[src/rtl/bchpc_pkg.sv]
// Shared types and constants for the BCH(31,21) paging codeword corrector.
// Holds the status codes, the correction table entry, the table write port
// and the table builder state encoding. No dependencies.
package bchpc_pkg;

  localparam int WORD_W    = 32;
  localparam int NUM_POS   = 32;
  localparam int POS_W     = 5;
  localparam int REM_W     = 10;
  localparam int SYN_W     = 11;
  localparam int POLY_W    = 11;
  localparam int TBL_DEPTH = 2048;

  localparam logic [POLY_W-1:0] POLY_RESET = 11'h769;

  typedef enum logic [1:0] {
    FIX_CLEAN = 2'd0,
    FIX_ONE   = 2'd1,
    FIX_TWO   = 2'd2,
    FIX_NONE  = 2'd3
  } fix_status_t;

  typedef struct packed {
    fix_status_t       status;
    logic [POS_W-1:0]  pos_a;
    logic [POS_W-1:0]  pos_b;
  } tbl_entry_t;

  localparam int ENTRY_W = $bits(tbl_entry_t);

  typedef struct packed {
    logic              we;
    logic [SYN_W-1:0]  addr;
    tbl_entry_t        data;
  } tbl_wr_t;

  typedef logic [NUM_POS-1:0][SYN_W-1:0] col_tbl_t;

  typedef enum logic [2:0] {
    BLD_CLEAR,
    BLD_LOADA,
    BLD_PAIR,
    BLD_SINGLE,
    BLD_ZERO,
    BLD_DONE
  } bld_state_t;

endpackage

[src/rtl/bchpc_builder.sv]
// Correction table builder: derives the per-bit syndrome columns from the
// generator polynomial and fills the syndrome-indexed table. Uses bchpc_pkg.
module bchpc_builder (
  input  logic                             clk,
  input  logic                             rst_n,
  input  logic                             restart,
  input  logic [bchpc_pkg::POLY_W-1:0]     poly,
  output logic                             busy,
  output bchpc_pkg::tbl_wr_t               wr,
  output bchpc_pkg::col_tbl_t              cols
);
  import bchpc_pkg::*;

  bld_state_t        state_r, state_nxt;
  logic [SYN_W-1:0]  addr_r, addr_nxt;
  logic [POS_W-1:0]  a_r, a_nxt;
  logic [POS_W-1:0]  b_r, b_nxt;
  logic [SYN_W-1:0]  ca_r, ca_nxt;
  logic [REM_W-1:0]  rem_r, rem_nxt;
  col_tbl_t          cols_r;
  logic [POS_W-1:0]  rd_idx;
  logic [SYN_W-1:0]  col_sel;
  logic [REM_W:0]    rem_shift;

  assign rd_idx  = (state_r == BLD_LOADA) ? a_r : b_r;
  assign col_sel = cols_r[rd_idx];

  always_comb begin
    rem_shift = {rem_r, 1'b0};
    if (rem_shift[REM_W]) begin
      rem_shift = rem_shift ^ poly;
    end
    rem_nxt = rem_shift[REM_W-1:0];
  end

  always_ff @(posedge clk) begin
    if (!rst_n || restart) begin
      rem_r <= REM_W'(1);
    end else if (state_r == BLD_CLEAR && addr_r[SYN_W-1:POS_W] == '0) begin
      if (addr_r == '0) begin
        cols_r[addr_r[POS_W-1:0]] <= {1'b1, REM_W'(0)};
      end else begin
        cols_r[addr_r[POS_W-1:0]] <= {1'b1, rem_r};
        rem_r <= rem_nxt;
      end
    end
  end

  always_ff @(posedge clk) begin
    if (!rst_n) begin
      state_r <= BLD_CLEAR;
      addr_r  <= '0;
      a_r     <= '0;
      b_r     <= '0;
    end else begin
      state_r <= state_nxt;
      addr_r  <= addr_nxt;
      a_r     <= a_nxt;
      b_r     <= b_nxt;
    end
  end

  always_ff @(posedge clk) begin
    ca_r <= ca_nxt;
  end

  always_comb begin
    state_nxt = state_r;
    addr_nxt  = addr_r;
    a_nxt     = a_r;
    b_nxt     = b_r;
    ca_nxt    = ca_r;
    wr        = '0;
    case (state_r)
      BLD_CLEAR: begin
        wr.we          = 1'b1;
        wr.addr        = addr_r;
        wr.data.status = FIX_NONE;
        addr_nxt       = addr_r + 1'b1;
        if (addr_r == SYN_W'(TBL_DEPTH - 1)) begin
          state_nxt = BLD_LOADA;
          a_nxt     = POS_W'(NUM_POS - 2);
        end
      end
      BLD_LOADA: begin
        ca_nxt    = col_sel;
        b_nxt     = POS_W'(NUM_POS - 1);
        state_nxt = BLD_PAIR;
      end
      BLD_PAIR: begin
        wr.we          = 1'b1;
        wr.addr        = ca_r ^ col_sel;
        wr.data.status = FIX_TWO;
        wr.data.pos_a  = a_r;
        wr.data.pos_b  = b_r;
        if (b_r == a_r + 1'b1) begin
          if (a_r == '0) begin
            state_nxt = BLD_SINGLE;
            b_nxt     = POS_W'(NUM_POS - 1);
          end else begin
            a_nxt     = a_r - 1'b1;
            state_nxt = BLD_LOADA;
          end
        end else begin
          b_nxt = b_r - 1'b1;
        end
      end
      BLD_SINGLE: begin
        wr.we          = 1'b1;
        wr.addr        = col_sel;
        wr.data.status = FIX_ONE;
        wr.data.pos_a  = b_r;
        if (b_r == '0) begin
          state_nxt = BLD_ZERO;
        end else begin
          b_nxt = b_r - 1'b1;
        end
      end
      BLD_ZERO: begin
        wr.we          = 1'b1;
        wr.addr        = '0;
        wr.data.status = FIX_CLEAN;
        state_nxt      = BLD_DONE;
      end
      BLD_DONE: begin
        state_nxt = BLD_DONE;
      end
      default: begin
        state_nxt = BLD_CLEAR;
        addr_nxt  = '0;
      end
    endcase
    if (restart) begin
      state_nxt = BLD_CLEAR;
      addr_nxt  = '0;
    end
  end

  assign busy = (state_r != BLD_DONE);
  assign cols = cols_r;

endmodule

[config.mk]
export PLATFORM = sky130hd
export DESIGN_NAME = bchpc_builder
export DESIGN_NICKNAME = d
export VERILOG_FILES = /design/src/rtl/bchpc_pkg.sv /design/src/rtl/bchpc_builder.sv
export SDC_FILE = /design/constraint.sdc
export NUM_CORES = 1
export LEC_CHECK = 0
export BUFFER_PORTS_ARGS = -buffer_cell sky130_fd_sc_hd__buf_2
export CAP_MARGIN = 20
export CORE_UTILIZATION = 45
export CTS_CLUSTER_DIAMETER = 50
export DETAILED_ROUTE_END_ITERATION = 10
export GPL_ROUTABILITY_DRIVEN = 0
export PLACE_DENSITY_LB_ADDON = 0.3
export SETUP_SLACK_MARGIN = 0.2
export SLEW_MARGIN = 20
export SYNTH_ARGS = -nofsm -noshare
export SYNTH_HDL_FRONTEND = slang
export SYNTH_SLANG_ARGS = --single-unit
[constraint.sdc]
create_clock -name clk -period 4.25 [get_ports clk]
set_clock_uncertainty 0.2 [all_clocks]
set_input_delay 0 -clock clk [delete_from_list [all_inputs] [get_ports clk]]
set_output_delay 0 -clock clk [all_outputs]
set_load 0.01 [all_outputs]
* Word level (Yosys, flattened, before mapping)
Cells that the tools add are included.
** Word-level totals
- Memory bits (read-only) :: 0
- Latch bits :: 0
- Memories kept :: 0
- RAM bits :: 0
- Output and inout bits :: 377
- Bits of input ports :: 14
- Word-level logic and storage cells :: 111
- Flip-flop bits (word level) :: 397
** Cells by class
- $mul :: 0
- $add $sub $neg :: 4
- Divide/modulo/power cells :: 0
- Multiplexer cells :: 25
- Bitwise operators :: 8
- Reduce and logical (&&, ||, !) cells :: 19
- Magnitude comparators :: 3
- Shift-type cells :: 0
- Eq/ne operators :: 14
** Operator list (number)
- bitwise mux 352 bit :: 1
- two-way mux 352 bit :: 1
- AND 320 bit :: 1
- NOT 320 bit :: 1
- one-hot mux 14 bit (4 select lines) :: 1
- binary-select mux 11 bit (select 5 bit) :: 1
- demux 11 bit (select 5 bit) :: 1
- two-way mux 5 bit :: 8
- OR 32 bit :: 1
- two-way mux 11 bit :: 2
- one-hot mux 11 bit (2 select lines) :: 1
- one-hot mux 5 bit (2 select lines) :: 2
- one-hot mux 3 bit (5 select lines) :: 1
- one-hot mux 5 bit (3 select lines) :: 1
- < comparator 5 x 6 -> 1 bit, second input constant :: 2
- adder 11 x 1 -> 11 bit, second input constant :: 1
- equality test 11 bit, second input constant :: 1
- logical NOT 11 bit :: 1
- XOR 11 bit :: 1
- logical NOT 5 bit :: 2
- two-way mux 10 bit :: 1
- subtractor 5 x 1 -> 5 bit, second input constant :: 2
- XOR 10 bit :: 1
- two-way mux 3 bit :: 3
- other kinds (23) :: 35

* Longest topological paths before layout
- Depth after elaboration :: 7
- Mapped depth :: 12
- Depth with buffers taken out :: 9

* Worst setup path before layout
Ideal clock, no wire load.
- Path kind :: register to register
- Start :: register addr_r[7]
- End :: register cols_r, in the netlist cols[176] (enable)
- Stages on the path, launching flop included :: 9
- Buffers on the path :: 3
- Period minus slack after synthesis :: 3.226 ns
- Data arrival time :: 2.648 ns
- Setup time :: 0.378 ns
- Path slack :: 1.024 ns
- Data required time :: 3.672 ns
- Cell sequence :: dfxtp_1 > or4_1 > nor3_1 > and2_1 > clkbuf_1 > clkbuf_1 > buf_1 > nor2_1 > nor2_1
** Between the ends
- Longest elaborated chain between the ends :: 3
** Ends and longest elaborated chain
- start: declaration :: line bchpc_builder.sv:15 : logic [SYN_W-1:0] addr_r, addr_nxt;
- start signal: assignment :: line bchpc_builder.sv:57 : addr_r <= addr_nxt;
- logical NOT 6 bit :: line bchpc_builder.sv:39 : end else if (state_r == BLD_CLEAR && addr_r[SYN_W-1:POS_W] == '0) begin
- logical AND 1 bit :: line bchpc_builder.sv:39
- AND reduction 2 bit (no line)
- end signal: indexed assignment :: line bchpc_builder.sv:41 : cols_r[addr_r[POS_W-1:0]] <= {1'b1, REM_W'(0)};
- end signal: indexed assignment :: line bchpc_builder.sv:43 : cols_r[addr_r[POS_W-1:0]] <= {1'b1, rem_r};
- end: declaration :: line bchpc_builder.sv:20 : col_tbl_t cols_r;
Every way passes these cells.
A chain may end at the register's enable or synchronous reset.

==> flow_summary_export.csv <==
group,metric,value,unit
power_and_ir_drop,irDropWorstVdd,0.359,mV
synthesis,yosys.cell_count.top_type,"edfxtp_1",
clock_network,clock_path_buffers,3,
worst_hold_path,whs_endpoint,"a_r[2]",
synthesis,synth_seq_area_share,52.2,%
floorplan,core_area,48100,sq um
placement,io_buffers,389,
clock_network,ctsRootBufferMaster,"clkbuf_16",
clock_network,tritoncts,"done",
routing,detail_route.drc_violations,0,
sta,finalWorstPathRequiredPeriod,4.04,ns
global_route,global_route_wire_length_before_repair,127000,um
floorplan,die_area,50200,sq um
routing,dr_wl_met3,13100,um
floorplan,initial_core_util,46.1,%
clock_network,cts_htree_levels,2,
finish,layout-area-overhead-vs-synth,21.7,%
sta,rsz0062_at_grt,"yes",
sta,worst_pin_slew,1.18,ns
synthesis,synth_top_family_by_area,"compound AO/OA/AOI/OAI gates",
routing,total_number_of_vias,20200,
power_and_ir_drop,powerDensity,370,nW/um^2
worst_setup_path,critical_path.reg2reg.endpoint,"a_r[0]",
worst_setup_path,critical_path.reg2reg.startpoint,"a_r[0]",
synthesis,post_synth_mux_area_share,5.29,%
routing,drt_wl_total,88800,um
sta,setup_viol,0,
routing,detailroute.wirelength.met2,38000,um
floorplan,fp-row-count,80,
worst_setup_path,arrival,3.84,ns
sta,max_freq,0.247,GHz
floorplan,design.portCount,391,
finish,postLayoutCoreUtil,56.1,%
synthesis,synthesis.area_per_instance,11.0,sq um
routing,dr.pass1.iters,6,
synthesis,register_bit_total_from_synthesis,397,
routing,detail_route.wirelength.met1,33100,um
synthesis,synth_cell_types,71,
global_route,grt_start_max_net_pins,94,
routing,maxUsedRoutingLayer,"met5",
synthesis,synth-compound-area-share,23.2,%
global_route,grt_usage,34.4,%
sta,drv_slew,0,
synthesis,synth_edf_count,363,
sta,final-hold-violation-count,0,
routing,drt-initial-drc-count,3163,
worst_hold_path,class_of_the_tightest_hold_or_removal_check,"input pin to register",
worst_setup_path,worstPathRequired,4.05,ns
finish,layout_cells_sized_above_1,27.9,%
synthesis,synth-xor-area-share,0.671,%
status,outcome,"finished, final reports clean",
sta,slew_headroom,21.2,%
synthesis,yosys_warnings,0,
sta,final.period_utilization,95.1,%
worst_hold_path,whs_path_depth,3,
worst_setup_path,crit_path_kind,"register to output port",
routing,drt.antenna.violating_nets,0,
synthesis,yosys.area_share.adder,0.451,%
global_route,antenna_found_initial,3,
finish,design.final.nets,2393,
power_and_ir_drop,static-leakage-power,10.6,nW
floorplan,die_width,224,um
synthesis,netlist.top_cell.by_area,"edfxtp_1",
finish,antenna_cells,0,
synthesis,synth_top_area_share,49.2,%
routing,avgRoutedWirePerCell,29.0,um
synthesis,synth_async_sr_flop_share,0,%
clock_network,tritoncts.num_buffers,48,
run,cap_violations,0,
floorplan,die_height,224,um
worst_hold_path,hold_path_startpoint,"rst_n",
placement,hpwl,62200,um
worst_setup_path,cp_max_fo,15,
worst_setup_path,r2r_slack,0.80,ns
synthesis,syn-cell-area,22200,sq um
clock_network,worst_skew_pair.late_latency,0.59,ns
global_route,globalRoute.totalOverflow,0,
finish,filler_cell_count,4091,
synthesis,synthesis.nets,2038,
synthesis,synthCells,2016,
global_route,first_global_vias,18300,
synthesis,synth_simple_gate_area_share,13.4,%
worst_setup_path,startpoint_class,"register",
synthesis,ys_dominant_reg_cell,"edfxtp_1",
synthesis,synth_top_cells_by_area,"edfxtp_1, a22o_1, nand2_1",
sta,tns,0,ns
synthesis,post_synth_most_frequent_cells,"edfxtp_1, a22o_1, nand2_1",
clock_network,worst_setup_hold_path_clk_slew,0.06,ns
worst_setup_path,setup.worst_path.end_class,"output port",
worst_setup_path,reg2reg_depth,10,
clock_network,sinks_on_clock_net,397,
routing,drt-vias-per-instance,6.59,
-- worst max-delay path by stage --
stage	startpoint	end	slack, ns	cells after the start
floorplan	addr_r[7]	cols[176]	1.02	8
global placement	state_r[1]	wr[18]	0.45	9
detailed placement	state_r[0]	wr[18]	0.42	9
CTS	state_r[0]	wr[18]	0.18	12
global route	state_r[0]	wr[20]	0.17	14
finish	state_r[1]	wr[15]	0.21	11
-- where the power goes --
group	internal, W	switching, W
sequential	0.00450	0.000206
combinational	0.000402	0.000575
clock	0.00260	0.00171
-- routing by layer --
metal	vias to the layer above	track usage, %
met4	2	15.7
met5	-	0
met1	9887	47.1
met3	244	11.3
met2	1571	49.4
li1	8475	-
-- logic make-up (layout without fill, tap and decap cells) --
| logic type | after synthesis | after routing |
|---|---|---|
| compound gates | 675 | 675 |
| xor+xnor | 17 | 17 |
| fa+ha+maj | 8 | 8 |
| buf+inv | 247 | 639 |
| flops | 397 | 397 |
| mux | 88 | 88 |
| simple gates | 584 | 584 |
-- layout make-up --
type / count / area (sq um) / share of cell area, %
Sequential cell: 397 / 11600 / 42.9
Multi-Input combinational cell: 1372 / 9750 / 36.1
Timing Repair Buffer: 515 / 3070 / 11.4
Clock buffer: 56 / 1250 / 4.64
Tap cell: 656 / 821 / 3.04
Clock inverter: 31 / 373 / 1.38
Inverter: 37 / 139 / 0.514
-- state kept, by name (all words and copies together), names as in the netlist --
register and flops:
addr_r 11, cols 352, rem_r 10, b_r 5
state_r 3, ca_r 11, a_r 5
-- placed cells by master (no fill, tap or decap), types with 11 or more instances in the layout --
master | synthesis | routed
clkinv_1 | 1 | 11
nand2b_1 | 97 | 97
mux4_2 | 18 | 19
inv_1 | 35 | 35
a221oi_1 | 16 | 13
nor3_1 | 25 | 25
dfxtp_1 | 34 | 28
buf_4 | 0 | 101
a21o_1 | 32 | 32
and3_1 | 12 | 12
nor2b_1 | 22 | 22
and2_1 | 18 | 17
o21ai_0 | 38 | 36
a22o_1 | 291 | 291
a211oi_1 | 52 | 52
nor4b_2 | 12 | 14
xor2_1 | 14 | 14
dlygate4sd3_1 | 0 | 12
a21oi_1 | 117 | 115
nand2_1 | 190 | 188
clkbuf_16 | 0 | 50
edfxtp_1 | 363 | 363
nor2_1 | 143 | 143
nand3_1 | 15 | 15
mux2i_1 | 60 | 50
buf_2 | 14 | 388
o22ai_1 | 16 | 13
o211ai_1 | 43 | 43
-- stage by stage --
step           worst slack, ns  total power (W)  hold WS (ns)  std cells  cell area [sq um]
6_report                 0.207           0.0100        0.0664       3064              27000
3_3_place_gp             0.455          0.00569         0.109       2954              24900
2_1_floorplan             1.02          0.00525       -0.0616       2016              22200
4_1_cts                  0.180          0.00996        0.0553       3057              26800
3_5_place_dp             0.424          0.00572         0.114       2954              24900
5_1_grt                  0.167           0.0102        0.0712       3064              27000
-- critical path: stages, from the launching register on --
cell	delay, ns
dfxtp_1	0.34
or3b_4	0.48
a21oi_4	0.20
buf_4	0.15
buf_12	0.19
buf_4	0.24
mux2i_1	0.24
o22ai_1	0.16
nor4b_2	0.54
nand2_1	0.15
a221o_1	0.41
buf_2	0.16
-- repair_timing --
item / CTS / global route
hold endpoints to repair: 36 / 0
cloned: 1 / 1
setup endpoints to repair: 11 / 11
gates resized for setup: 22 / 33
hold buffers: 12 / 0
buffers inserted: 3 / 6
pin swaps: 5 / 5
No activity file was read; power rests on OpenSTA's default activity.
